<file path="src/rtl/gtn_pkg.sv">
// Shared types and constants for the grid torus neighbour enumerator.
// No dependencies; every other file imports this package.
package gtn_pkg;

    localparam int AXIS_SLOTS  = 4;
    localparam int AX_BITS     = $clog2(AXIS_SLOTS);
    localparam int SLOTS       = 2 * AXIS_SLOTS;
    localparam int SLOT_BITS   = $clog2(SLOTS);
    localparam int STEP_BITS   = $clog2(2 * AXIS_SLOTS - 1);
    localparam int POS_BITS    = 10;
    localparam int SIZE_BITS   = 11;
    localparam int CNT_BITS    = 3;
    localparam int ID_BITS     = 40;
    localparam int STRIDE_BITS = 31;
    localparam int MUL_BITS    = STRIDE_BITS + SIZE_BITS;
    localparam int PROD_BITS   = STRIDE_BITS + POS_BITS;

    localparam logic [SIZE_BITS-1:0] SIZE_CAP = 11'd1024;

    // register indexes on the configuration port
    localparam logic [CNT_BITS-1:0] REG_NUM_AXES    = 3'd0;
    localparam logic [CNT_BITS-1:0] REG_CYCLIC_AXES = 3'd1;
    localparam logic [CNT_BITS-1:0] REG_SIZE_AXIS0  = 3'd2;
    localparam logic [CNT_BITS-1:0] REG_SIZE_AXIS1  = 3'd3;
    localparam logic [CNT_BITS-1:0] REG_SIZE_AXIS2  = 3'd4;
    localparam logic [CNT_BITS-1:0] REG_SIZE_AXIS3  = 3'd5;

    typedef struct packed {
        logic [POS_BITS-1:0] pos_axis0;
        logic [POS_BITS-1:0] pos_axis1;
        logic [POS_BITS-1:0] pos_axis2;
        logic [POS_BITS-1:0] pos_axis3;
    } gtn_in_t;

    typedef struct packed {
        logic [ID_BITS-1:0] point_id;
        logic [ID_BITS-1:0] neighbour_id;
        logic [1:0]         axis;
        logic               upper_side;
        logic               wrapped;
        logic               bad_position;
        logic               last;
    } gtn_out_t;

    // geometry derived from the configuration registers
    typedef struct packed {
        logic [AXIS_SLOTS-1:0]                  in_use;
        logic [AXIS_SLOTS-1:0]                  cyc;
        logic [AXIS_SLOTS-1:0][SIZE_BITS-1:0]   eff_size;
        logic [AXIS_SLOTS-1:0][STRIDE_BITS-1:0] stride;
        logic [AXIS_SLOTS-1:0][ID_BITS-1:0]     span;
        logic                                   busy;
    } gtn_geom_t;

    typedef struct packed {
        logic [AXIS_SLOTS-1:0][ID_BITS-1:0] prod;
        logic [AXIS_SLOTS-1:0]              lo;
        logic [AXIS_SLOTS-1:0]              hi;
        logic                               bad;
    } gtn_stage_a_t;

    typedef struct packed {
        logic [ID_BITS-1:0]    sum_lo;
        logic [ID_BITS-1:0]    sum_hi;
        logic [AXIS_SLOTS-1:0] lo;
        logic [AXIS_SLOTS-1:0] hi;
        logic                  bad;
    } gtn_stage_b_t;

    typedef struct packed {
        logic [ID_BITS-1:0]    id;
        logic [AXIS_SLOTS-1:0] lo;
        logic [AXIS_SLOTS-1:0] hi;
        logic                  bad;
    } gtn_stage_c_t;

    // one point with all of its candidate neighbour slots
    typedef struct packed {
        logic [ID_BITS-1:0]            pid;
        logic [SLOTS-1:0][ID_BITS-1:0] nid;
        logic [SLOTS-1:0]              wrap;
        logic [SLOTS-1:0]              mask;
        logic                          bad;
    } gtn_item_t;

endpackage

</file>
<file path="src/rtl/gtn_emitter.sv">
// Result sequencer: holds one point and walks its neighbour slots, one beat a cycle while out_ready is high.
// Depends on gtn_pkg.
module gtn_emitter import gtn_pkg::*; (
    input  logic      clk,
    input  logic      rst_n,
    input  logic      item_valid,
    input  gtn_item_t item,
    output logic      item_ready,
    output logic      out_valid,
    output gtn_out_t  out_data,
    input  logic      out_ready
);

    logic                          v_reg;
    logic                          bad_reg;
    logic [SLOTS-1:0]              mask_reg;
    logic [ID_BITS-1:0]            pid_reg;
    logic [SLOTS-1:0][ID_BITS-1:0] nid_reg;
    logic [SLOTS-1:0]              wrap_reg;

    logic [SLOTS-1:0]     sel;
    logic [SLOTS-1:0]     rest;
    logic [SLOT_BITS-1:0] slot;
    logic                 last_beat;
    logic                 keep;

    always_comb
    begin
        sel  = mask_reg & (~mask_reg + SLOTS'(1));
        rest = mask_reg & ~sel;
        slot = '0;
        for (int s = 0; s < SLOTS; s++)
        begin
            if (sel[s])
            begin
                slot = slot | SLOT_BITS'(s);
            end
        end
        last_beat = bad_reg || (rest == '0);
    end

    assign item_ready = !v_reg || (out_ready && last_beat);
    assign keep       = item.bad || (item.mask != '0);
    assign out_valid  = v_reg;

    always_comb
    begin
        out_data = '0;
        if (bad_reg)
        begin
            out_data.bad_position = 1'b1;
            out_data.last         = 1'b1;
        end
        else
        begin
            out_data.point_id     = pid_reg;
            out_data.neighbour_id = nid_reg[slot];
            out_data.axis         = slot[SLOT_BITS-1:1];
            out_data.upper_side   = slot[0];
            out_data.wrapped      = wrap_reg[slot];
            out_data.last         = last_beat;
        end
    end

    // points with no neighbours are dropped here without a beat
    always_ff @(posedge clk or negedge rst_n)
    begin
        if (!rst_n)
        begin
            v_reg    <= 1'b0;
            mask_reg <= '0;
            bad_reg  <= 1'b0;
        end
        else if (item_ready)
        begin
            v_reg    <= item_valid && keep;
            mask_reg <= item.mask;
            bad_reg  <= item.bad;
        end
        else if (out_ready)
        begin
            mask_reg <= rest;
        end
    end

    always_ff @(posedge clk)
    begin
        if (item_ready && item_valid)
        begin
            pid_reg  <= item.pid;
            nid_reg  <= item.nid;
            wrap_reg <= item.wrap;
        end
    end

endmodule

</file>
<file path="config.mk">
export PLATFORM = sky130hd
export DESIGN_NAME = gtn_emitter
export DESIGN_NICKNAME = d
export VERILOG_FILES = /design/src/rtl/gtn_pkg.sv /design/src/rtl/gtn_emitter.sv
export SDC_FILE = /design/constraint.sdc
export NUM_CORES = 1
export LEC_CHECK = 0
export BUFFER_PORTS_ARGS = -buffer_cell sky130_fd_sc_hd__buf_2
export CAP_MARGIN = 20
export CORE_MARGIN = 2
export CORE_UTILIZATION = 40
export CTS_BUF_LIST = sky130_fd_sc_hd__clkbuf_2
export DETAILED_ROUTE_END_ITERATION = 10
export PLACE_DENSITY = 0.71
export SLEW_MARGIN = 20
export SYNTH_ARGS = -nofsm -noshare
export SYNTH_HDL_FRONTEND = slang
export SYNTH_SLANG_ARGS = --single-unit
export TNS_END_PERCENT = 5
</file>
<file path="constraint.sdc">
create_clock -name clk -period 10.1 [get_ports clk]
set_input_delay 0.505 -clock clk [delete_from_list [all_inputs] [get_ports clk]]
set_output_delay 0.505 -clock clk [all_outputs]
set_load 0.02 [all_outputs]
</file>
# Yosys cells after proc, flatten, opt, wreduce, memory -nomap -nowiden
# Index checks and enable logic that the tools add are counted.
dict set report classes {
  mux 16
  addsub 1
  n_reduce_logical 10
  order_cmp 1
  bitwise 4
}
# op n
set op_table {}
lappend op_table {{$bmux W40 S3} 1}
lappend op_table {{$mux W84} 1}
lappend op_table {{$mux W40} 1}
lappend op_table {{$and A8 B8 Y8} 2}
lappend op_table {{$mux W8} 2}
lappend op_table {{$not A8 Y8} 2}
lappend op_table {{$mux W3} 4}
lappend op_table {{$add A8 B1 Y8 const B} 1}
lappend op_table {{$logic_not A8 Y1} 1}
lappend op_table {{$reduce_bool A8 Y1} 1}
lappend op_table {{$lt A3 B4 Y1 const B} 1}
lappend op_table {{$mux W1} 4}
lappend op_table {{$mux W2} 2}
lappend op_table {{$bmux W1 S3} 1}
lappend op_table {{$logic_and A1 B1 Y1} 3}
lappend op_table {{$logic_or A1 B1 Y1} 3}
lappend op_table {{$reduce_bool A2 Y1} 1}
lappend op_table {{$logic_not A1 Y1} 1}
dict set report totals {
  word_cells 45
  ff_bits 378
  input_bits 381
  output_inout_bits 88
}

# Depth between registers and ports, before layout
# Gate-level depths: netlist of run 1.
dict set report logic_depth {
  word_depth 13
  depth_mapped 8
  ltp_nobuf 5
}

# Worst setup path after synthesis of run 1
# No wires, ideal clock.
dict set report synth_timing {
  path_type {register -> register}
  start {register mask_reg[2]}
  end {register nid_reg[0] (netlist name) (enable)}
  setup_time_ps 778
  stages_incl_launch_ff 7
  period_less_slack_ps 10849
  path_buffers 1
  path_slack_ps -749
  t_arrival_ps 10070
  required_time_ps 9322
  path_cell_list {dfrtp_1 -> buf_6 -> or4_1 -> o31ai_2 -> a21oi_2 -> nor2_8 -> and2_1}
}
dict set report synth_via {
  elab_chain_cells 10
}
# item line_no
set synth_lines {}
lappend synth_lines {{from (decl)} gtn_emitter.sv:16} ;# logic [SLOTS-1:0] mask_reg;
lappend synth_lines {{from (signal assigned)} gtn_emitter.sv:77} ;# mask_reg <= item.mask;
lappend synth_lines {{from (signal assigned)} gtn_emitter.sv:82} ;# mask_reg <= rest;
lappend synth_lines {{$not A8 Y8} gtn_emitter.sv:29} ;# sel = mask_reg & (~mask_reg + SLOTS'(1));
lappend synth_lines {{$add A8 B1 Y8} gtn_emitter.sv:29}
lappend synth_lines {{$and A8 B8 Y8} gtn_emitter.sv:29}
lappend synth_lines {{$not A8 Y8} gtn_emitter.sv:30} ;# rest = mask_reg & ~sel;
lappend synth_lines {{$and A8 B8 Y8 *} gtn_emitter.sv:30}
lappend synth_lines {{$logic_not A8 Y1 *} gtn_emitter.sv:39} ;# last_beat = bad_reg || (rest == '0);
lappend synth_lines {{$logic_or A1 B1 Y1 *} gtn_emitter.sv:39}
lappend synth_lines {{$logic_and A1 B1 Y1 *} gtn_emitter.sv:42} ;# assign item_ready = !v_reg || (out_ready && last_beat);
lappend synth_lines {{$logic_or A1 B1 Y1 *} gtn_emitter.sv:42}
lappend synth_lines {{via item_ready} gtn_emitter.sv:8} ;# output logic item_ready,
lappend synth_lines {{$logic_and A1 B1 Y1 *} gtn_emitter.sv:88} ;# if (item_ready && item_valid)
lappend synth_lines {{to (signal assigned)} gtn_emitter.sv:91} ;# nid_reg <= item.nid;
lappend synth_lines {{to (decl)} gtn_emitter.sv:18} ;# logic [SLOTS-1:0][ID_BITS-1:0] nid_reg;
# Mark *: on every way through the listed nets, which the timed path passes. The rest lies on a longest branch.
# A chain may end at the register's enable or synchronous reset.

==> impl_metrics.json, run 1 <==
{
  "status": "finished clean",
  "post_cts_resized": 0,
  "numCtsBuffers": 97,
  "critical_path_arrival_ps": 4450,
  "skew_ps": 90.2,
  "cp-start-kind": "flop",
  "synth-edff-count": 368,
  "cts_tree": "yes",
  "wl_met1_um": 19400,
  "clk_latency_ps": 1030,
  "finalMaxSlewViolations": 0,
  "synth_fp_nets": 1494,
  "clk_pin_slew_ps": 140,
  "routedWlPerCell_um": 21.3,
  "grt.total_usage": 0.270,
  "drive_gt1_frac": 0.315,
  "met2WireLength_um": 27700,
  "yosys.area.top_type": "edfxtp_1",
  "r2r_cells": 7,
  "fin_nets": 2365,
  "reg2reg_slack_ps": 5490,
  "grt_antenna_before_repair": 8,
  "cts_root_buf": "clkbuf_2",
  "fp.dieH_um": 199,
  "wl_met3_um": 5510,
  "num_rows": 71,
  "seq_area_um2": 11300,
  "finalSetupViolCount": 0,
  "synth_seq_cells": 378,
  "fin_util": 0.604,
  "dr.pass1.iters": 5,
  "n_fill_cell": 2793,
  "crit_end": "out_data[33]",
  "fin_crit_sh": 0.490,
  "vias": 13815,
  "syn_inst": 1113,
  "finalHoldViolations": 0,
  "dp_hpwl_um": 27800,
  "numPortBuffers": 468,
  "fmax_mhz": 202,
  "crit_path_start": "mask_reg[2]",
  "core-area_um2": 37600,
  "avgSynthCellArea_um2": 13.7,
  "path_depth": 8,
  "grt_pass1_vias": 14633,
  "crit_family": "buffers and inverters",
  "gp_congestion": 0.863,
  "crit_buf_inv": 3,
  "regToRegStartpoint": "mask_reg[1]",
  "cts_hold_buf": 388,
  "grt_overflow": 0,
  "tightest_slew_ps": 1130,
  "async_reset_ff_frac": 0.0265,
  "ios": 469,
  "critical_path_class": "flop to primary output",
  "clockBufferDepth": 3,
  "hp-class": "primary input to flop",
  "endpoint_kind": "primary output",
  "synth-main-ff-cell": "edfxtp_1",
  "cts_sinks": 378,
  "maxCapViolations": 0,
  "p_leak_uw": 0.00891,
  "seq_area_frac_synth": 0.743,
  "crit_chain": "nor2_1 -> o31a_2 -> buf_4 -> buf_4 -> o21ai_0 -> a21oi_1 -> or4_1 -> buf_2",
  "yosysMostFrequentCell": "edfxtp_1",
  "largest_reg_flops": 320,
  "dr.max_layer_used": "met4",
  "ys_warn_count": 0,
  "power_density_nw_per_um2": 297,
  "synth.area.top_cells": "edfxtp_1 73%, a21oi_1 5.5%, nand3_1 5.4%, o21ai_0 5.3%, or4_1 2.1%",
  "relSlewSlack": 0.249,
  "multi_input_area_um2": 3510,
  "fin_crit_ps": 4950,
  "fin_setup_tns_ps": 0,
  "cpPeakStageDelay_ps": 800,
  "htreeDepth": 3,
  "start_util": 0.405,
  "synthTopCellsByCount": "368 x edfxtp_1, 168 x a21oi_1, 164 x nand3_1, 162 x o21ai_0, 77 x clkbuf_1",
  "grt_max_degree": 176,
  "path_max_fanout": 98,
  "drc": 0,
  "cp_common_cell": "buf_4",
  "grt_pass1_wl_um": 81100,
  "yosysTopAreaCellShare": 0.726,
  "rsz0062_at_grt": "false",
  "ant_nets": 0,
  "routed_via_density": 5.36,
  "dieArea_um2": 39600,
  "worst_ep_required_time_ps": 9600,
  "ys_types": 42,
  "worst_path_max_delay_cell": "buf_4",
  "die_x_um": 199,
  "wl_um": 54900,
  "r2r_end": "nid_reg[180]",
  "cts_setup_buffers": 0,
  "areaGrowthSynthToFinish_pct": 49.2,
  "peakVddDrop_mv": 0.399,
  "syn-cell-area_um2": 15200,
  "drt_iter0_drc": 1090
}
[worst min-delay path by stage]
stage | from | to | slack [ps] | cells after the start
6_report | item[45] | nid_reg[28] | 190 | 2
5_1_grt | item[159] | nid_reg[142] | 110 | 2
4_1_cts | out_ready | mask_reg[6] | 30 | 4
3_5_place_dp | rst_n | out_valid | 380 | 1
3_3_place_gp | rst_n | mask_reg[7] | 370 | 1
2_1_floorplan | rst_n | bad_reg | 210 | 0
[area by class of cell]
class                           count  share of cell area
Tap cell                          511              0.0282
Clock inverter                     38             0.00816
Antenna cell                        9            0.000992
Multi-Input combinational cell    633               0.155
Clock buffer                      136              0.0300
Timing Repair Buffer              871               0.280
Sequential cell                   378               0.498
Inverter                            3            0.000496
[cell usage in the layout (no fill, tap or decap), types with 7 or more instances in the layout]
cell type,synthesis,routed
buf_2,12,468
dlygate4sd3_1,0,388
edfxtp_1,368,368
a21oi_1,168,168
nand3_1,164,164
o21ai_0,162,162
clkbuf_2,0,136
nor2b_1,42,42
or4_1,42,42
clkinv_1,0,26
buf_4,1,14
dfrtp_1,10,10
diode_2,0,9
nand2_1,8,7
clkinv_2,0,7
[power breakdown]
part / internal [µW] / switching, µW
registers: 2180 / 128
logic: 979 / 2390
clock network: 392 / 670
[metrics by stage]
step,cells,cell area [µm²],setup slack [ps],hold slack (ps),total power (µW)
2_1_floorplan,1113,15200,3410,209,4450
3_3_place_gp,2008,17900,5690,374,5380
3_5_place_dp,2008,17900,5560,385,5430
4_1_cts,2570,22700,5180,30.8,6600
5_1_grt,2578,22700,4880,108,7080
6_report,2579,22700,5150,189,6740
[logic make-up after synthesis]
kind of cell	after synthesis	synth area share
AOI/OAI and AO/OA	356	0.123
adders and majority gates	2	0.00132
buffers and inverters	102	0.0289
DFF	378	0.743
muxes	2	0.00148
and+or+nand+nor	273	0.103
[routing by layer]
metal,vias to the layer above,track usage
met4,0,0.146
li1,6101,-
met1,6544,0.305
met3,172,0.0738
met5,-,0
met2,998,0.464
[worst reg2reg max path: cells and delay by family, from the launching register on]
kind            cells  cell delay, ps
compound gates      2             560
simple gates        3            1500
buf+inv             2            1610
flops               1             500
Power figures use the tool's default switching activity.
==> inputs of run 2 (changes only) <==
==> constraint.sdc (replaced) <==
create_clock -name clk -period 4.05 [get_ports clk]
set_input_delay 0.2025 -clock clk [delete_from_list [all_inputs] [get_ports clk]]
set_output_delay 0.2025 -clock clk [all_outputs]
set_load 0.02 [all_outputs]
==> run 2 against run 1 <==
The run now fails in 4_1_cts. Area after synthesis did not move. Synthesized cell count did not move.
==> impl_metrics.json, run 2 <==
{
  "avgSynthCellArea_um2": 13.7,
  "stop_stage": "4_1_cts",
  "htreeDepth": 3,
  "syn-cell-area_um2": 15200,
  "start_util": 0.405,
  "numCtsBuffers": 96,
  "post_cts_resized": 3,
  "cts_root_buf": "clkbuf_2",
  "cts_setup_buffers": 0,
  "synth_fp_nets": 1494,
  "error_line": "[ERROR RSZ-0060] Max buffer count reached.",
  "async_reset_ff_frac": 0.0265,
  "numPortBuffers": 468,
  "cts_sinks": 378,
  "fp.dieH_um": 199,
  "status": "aborted with a tool error",
  "synth.area.top_cells": "edfxtp_1 73%, a21oi_1 5.5%, nand3_1 5.4%, o21ai_0 5.3%, or4_1 2.1%",
  "syn_inst": 1113,
  "cts_hold_buf": 438,
  "synth_seq_cells": 378,
  "ios": 469,
  "ys_types": 42,
  "yosysMostFrequentCell": "edfxtp_1",
  "dp_hpwl_um": 29900,
  "yosys.area.top_type": "edfxtp_1",
  "ys_warn_count": 0,
  "gp_congestion": 0.890,
  "synth-edff-count": 368,
  "synthTopCellsByCount": "368 x edfxtp_1, 168 x a21oi_1, 164 x nand3_1, 162 x o21ai_0, 77 x clkbuf_1",
  "num_rows": 71,
  "clockBufferDepth": 3,
  "synth-main-ff-cell": "edfxtp_1",
  "die_x_um": 199,
  "seq_area_frac_synth": 0.743,
  "yosysTopAreaCellShare": 0.726
}
-- run 2: cell counts after synthesis --
Identical to the previous run, type by type.
-- run 2: per-stage QoR --
step	setup WS [ps]	area, µm²	hold slack, ps	instances
2_1_floorplan	-605	15200	-93.1	1113
3_3_place_gp	1060	18200	70.0	2017
3_5_place_dp	961	18200	76.8	2017
-- run 2: cells by family after synthesis --
family / Yosys count / share of synthesized area
DFF: 378 / 0.743
adders and majority gates: 2 / 0.00132
and+or+nand+nor: 273 / 0.103
muxes: 2 / 0.00148
AOI/OAI and AO/OA: 356 / 0.123
buffers and inverters: 102 / 0.0289
==> inputs of run 3 (changes only) <==
--- a/config.mk
+++ b/config.mk
@@ -8,10 +8,9 @@
 export BUFFER_PORTS_ARGS = -buffer_cell sky130_fd_sc_hd__buf_2
 export CAP_MARGIN = 20
 export CORE_MARGIN = 2
-export CORE_UTILIZATION = 40
-export CTS_BUF_LIST = sky130_fd_sc_hd__clkbuf_2
+export CORE_UTILIZATION = 25
 export DETAILED_ROUTE_END_ITERATION = 10
-export PLACE_DENSITY = 0.71
+export PLACE_DENSITY_LB_ADDON = 0.15
 export SLEW_MARGIN = 20
 export SYNTH_ARGS = -nofsm -noshare
 export SYNTH_HDL_FRONTEND = slang
==> constraint.sdc (replaced) <==
create_clock -name clk -period 5.3 [get_ports clk]
set_input_delay 0.265 -clock clk [delete_from_list [all_inputs] [get_ports clk]]
set_output_delay 0.265 -clock clk [all_outputs]
set_load 0.02 [all_outputs]
==> run 3 against run 2 <==
The run now ends clean.
==> impl_metrics.json, run 3 (synthesis gave the netlist of run 1 again) <==
{
  "numPortBuffers": 468,
  "dr.pass1.iters": 5,
  "rsz0062_at_grt": "false",
  "p_leak_uw": 0.00904,
  "crit_family": "simple AND/OR/NAND/NOR gates",
  "grt_max_degree": 165,
  "num_rows": 90,
  "numCtsBuffers": 46,
  "grt_pass1_vias": 13613,
  "endpoint_kind": "primary output",
  "dp_hpwl_um": 34100,
  "clk_latency_ps": 560,
  "gp_congestion": 0.802,
  "finalSetupViolCount": 0,
  "fin_nets": 2319,
  "skew_ps": 12.4,
  "cts_sinks": 378,
  "vias": 12692,
  "reg2reg_slack_ps": 1850,
  "clockBufferDepth": 3,
  "die_x_um": 251,
  "finalHoldViolations": 0,
  "drive_gt1_frac": 0.293,
  "routed_via_density": 4.60,
  "cp_common_cell": "nand3b_2",
  "cp-start-kind": "flop",
  "fin_util": 0.394,
  "crit_chain": "or4_4 -> nand3b_2 -> nand3b_2 -> buf_4 -> a21oi_1 -> or4_1 -> buf_2",
  "fin_crit_sh": 0.727,
  "fp.dieH_um": 251,
  "path_max_fanout": 22,
  "fmax_mhz": 260,
  "critical_path_arrival_ps": 3590,
  "final_common_cell": "buf_2",
  "start_util": 0.253,
  "cts_tree": "yes",
  "fin_setup_tns_ps": 0,
  "hp-class": "primary input to asynchronous set/reset pin",
  "maxCapViolations": 0,
  "ant_nets": 0,
  "grt_overflow": 0,
  "routedWlPerCell_um": 20.0,
  "wl_um": 55300,
  "power_density_nw_per_um2": 590,
  "clk_pin_slew_ps": 50,
  "worst_path_max_delay_cell": "nand3b_2",
  "peakVddDrop_mv": 0.460,
  "core-area_um2": 60200,
  "fin_crit_ps": 3850,
  "ios": 469,
  "worst_ep_required_time_ps": 5040,
  "critical_path_class": "flop to primary output",
  "tightest_slew_ps": 990,
  "drc": 0,
  "relSlewSlack": 0.340,
  "status": "finished clean",
  "drt_iter0_drc": 749,
  "grt_antenna_before_repair": 3,
  "cpPeakStageDelay_ps": 620,
  "htreeDepth": 2,
  "cts_root_buf": "clkbuf_16",
  "post_cts_resized": 0,
  "dieArea_um2": 62900,
  "grt.total_usage": 0.170,
  "finalMaxSlewViolations": 0,
  "grt_pass1_wl_um": 81900,
  "cts_setup_buffers": 0,
  "final_cell_mix": "468 x buf_2, 380 x dlygate4sd3_1, 368 x edfxtp_1, 168 x a21oi_1, 164 x nand3_1",
  "areaGrowthSynthToFinish_pct": 56.0,
  "crit_buf_inv": 2,
  "largest_reg_flops": 320
}
==> run 3: cell type report <==
cell class | count | area, µm²
Clock inverter | 25 | 205
Inverter | 3 | 11.3
Tap cell | 782 | 978
Fill cell | 5747 | 36500
Multi-Input combinational cell | 633 | 3510
Clock buffer | 59 | 1260
Antenna cell | 3 | 7.51
Timing Repair Buffer | 876 | 6470
Sequential cell | 378 | 11300
==> run 3: routing by layer <==
layer,global-route usage,share of wire
met5,0,0.00022
met1,0.216,0.42
met3,0.0243,0.047
met2,0.295,0.51
met4,0.0636,0.028
==> run 3: worst paths after layout <==
| check | startpoint | end | cells past startpoint |
|---|---|---|---|
| min in group clk | out_ready | bad_reg | 4 |
| min reg2reg | mask_reg[7] | mask_reg[7] | 1 |
| max in group asynchronous | rst_n | mask_reg[4] | 2 |
| min | rst_n | mask_reg[2] | 2 |
| max | mask_reg[4] | out_data[6] | 7 |
| max reg2reg | mask_reg[1] | pid_reg[10] | 6 |
==> run 3: where the power goes <==
group / leakage, µW / switching [µW] / internal, µW
logic: 0.00481 / 4610 / 1970
clock network: 0.000717 / 1250 / 1830
registers: 0.00350 / 211 / 4150
total: 0.00904 / 6070 / 7950
==> run 3: metrics by stage <==
stage                     cells  cell area, µm²  hold WS [ps]  setup WS [ps]  total power (µW)
after global placement     2292           18500           146           1860             10900
after global routing       2758           23700          91.1           1250             14900
after CTS                  2756           23700          59.2           1350             14300
after detailed placement   2292           18500           144           1780             10900
final                      2759           23700           103           1450             14000
after floorplan            1113           15200         -30.6            565              8400
==> run 3: timing repair <==
item,CTS,global route
endpoints found under the setup margin,0,0
endpoints found under the hold margin,388,0
hold buffers,380,0
==> run 3: worst reg2reg max path, cell delays in order (launching register included) <==
cell	delay (ps)
dfrtp_1	480
or4_1	600
o31ai_2	300
a21oi_2	200
nor2_8	210
and2_4	820
buf_4	500
==> inputs of run 4 (changes only) <==
==> constraint.sdc (replaced) <==
create_clock -name clk -period 3.8 [get_ports clk]
set_input_delay 0.19 -clock clk [delete_from_list [all_inputs] [get_ports clk]]
set_output_delay 0.19 -clock clk [all_outputs]
set_load 0.02 [all_outputs]
==> run 4 against run 3 <==
Clock skew grew 14 ps. Sequential cell count did not move. Count of clock-buffer cells in the layout rose by 1. Largest power group unchanged.
==> impl_metrics.json, run 4 (synthesis gave the netlist of run 1 again) <==
{
  "status": "finished clean",
  "areaGrowthSynthToFinish_pct": 56.5,
  "routedWlPerCell_um": 20.4,
  "drt_iter0_drc": 621,
  "placed_area_um2": 18500,
  "grt_pass1_vias": 13580,
  "drc": 0,
  "finalSetupViolCount": 0,
  "numPortBuffers": 468,
  "fin_nets": 2323,
  "maxCapViolations": 0,
  "wl_um": 56300,
  "gp_congestion": 0.798,
  "dr.pass1.iters": 5,
  "fp.dieH_um": 251,
  "cts_root_buf": "clkbuf_16",
  "htreeDepth": 2,
  "cts_hold_buf": 382,
  "clk_latency_ps": 570,
  "dp_hpwl_um": 34900,
  "finalHoldViolations": 0,
  "cp-start-kind": "flop",
  "relSlewSlack": 0.368,
  "r2r_end": "nid_reg[284]",
  "num_rows": 90,
  "r2r_cells": 6,
  "tightest_slew_ps": 947,
  "fmax_mhz": 284,
  "grt_antenna_before_repair": 6,
  "p_total_uw": 19800,
  "routed_via_density": 4.62,
  "start_util": 0.253,
  "grt.total_usage": 0.174,
  "critical_path_class": "flop to primary output",
  "numCtsBuffers": 46,
  "clk_pin_slew_ps": 60,
  "hp-class": "primary input to flop",
  "regToRegStartpoint": "mask_reg[2]",
  "ant_nets": 0,
  "crit_path_start": "mask_reg[2]",
  "rsz0062_at_grt": "false",
  "finalMaxSlewViolations": 0,
  "largest_reg_flops": 320,
  "cts_sinks": 378,
  "fin_crit_sh": 0.928,
  "path_max_fanout": 26,
  "endpoint_kind": "primary output",
  "grt_overflow": 0,
  "fin_crit_ps": 3530,
  "vias": 12765,
  "stdcell_area_um2": 23800,
  "drive_gt1_frac": 0.291,
  "p_leak_uw": 0.00905,
  "peakVddDrop_mv": 0.543,
  "fin_util": 0.395,
  "worst_ep_required_time_ps": 3610,
  "skew_ps": 26.2,
  "ios": 469,
  "dieArea_um2": 62900,
  "clockBufferDepth": 3,
  "final_common_cell": "buf_2",
  "grt_pass1_wl_um": 83600,
  "fin_setup_tns_ps": 0,
  "grt_max_degree": 92,
  "critical_path_arrival_ps": 3340,
  "cts_setup_buffers": 0,
  "timing.hold.ws_ps": 61.7,
  "core-area_um2": 60200,
  "post_cts_resized": 0,
  "die_x_um": 251,
  "final_cell_mix": "468 x buf_2, 382 x dlygate4sd3_1, 368 x edfxtp_1, 168 x a21oi_1, 164 x nand3_1",
  "cts_tree": "yes",
  "crit_end": "out_data[42]",
  "reg2reg_slack_ps": 780,
  "power_density_nw_per_um2": 831
}
## run 4: changes by cell type in the layout (fill, tap and decap cells not counted), sizes merged
cell / change
bufinv: +1
buf: +2
diode: +3
clkbuf: +1
clkinv: -1
clkinvlp: -2
dlygate4sd3: +2
## run 4: per-stage QoR
step,cells,worst slack [ps]
2_1_floorplan,1113,-855
3_3_place_gp,2294,802
3_5_place_dp,2294,786
4_1_cts,2759,190
5_1_grt,2763,83.5
6_report,2765,274
## run 4: where the power goes
| part | switching [µW] | total (µW) | internal (µW) |
|---|---|---|---|
| sequential | 302 | 6090 | 5790 |
| clock | 1750 | 4280 | 2530 |
| combinational | 6540 | 9410 | 2870 |
## run 4: cell type report
class,instances,area (µm²)
antenna,6,15.0
clock buffer,60,1220
clock inverter,23,206
fill,5738,36400
inverter,3,11.3
multi-input combinational,633,3530
sequential,378,11300
tap,782,978
timing repair buffer,880,6540
## run 4: how the worst min path moves through the flow
stage	from	cells after the start	to	slack, ps
5_1_grt	out_ready	4	bad_reg	50
3_5_place_dp	rst_n	1	out_valid	70
4_1_cts	out_ready	4	bad_reg	20
6_report	out_ready	4	bad_reg	60
2_1_floorplan	rst_n	0	bad_reg	-110
3_3_place_gp	rst_n	1	mask_reg[3]	70
## run 4: critical path, stage by stage (launching register included)
cell and delay (ps):
dfrtp_1 490, nor4_4 380, a21oi_1 150, a21bo_2 560, buf_12 290, a21oi_1 70, or4_1 590, buf_2 190
## run 4: metal layers
| metal | GRT usage | vias up | wire, µm |
|---|---|---|---|
| met5 | 0 | - | 27 |
| met4 | 0.0505 | 4 | 1160 |
| met3 | 0.0307 | 80 | 2920 |
| met2 | 0.303 | 364 | 28300 |
| met1 | 0.220 | 6351 | 23900 |
| li1 | - | 5966 | - |
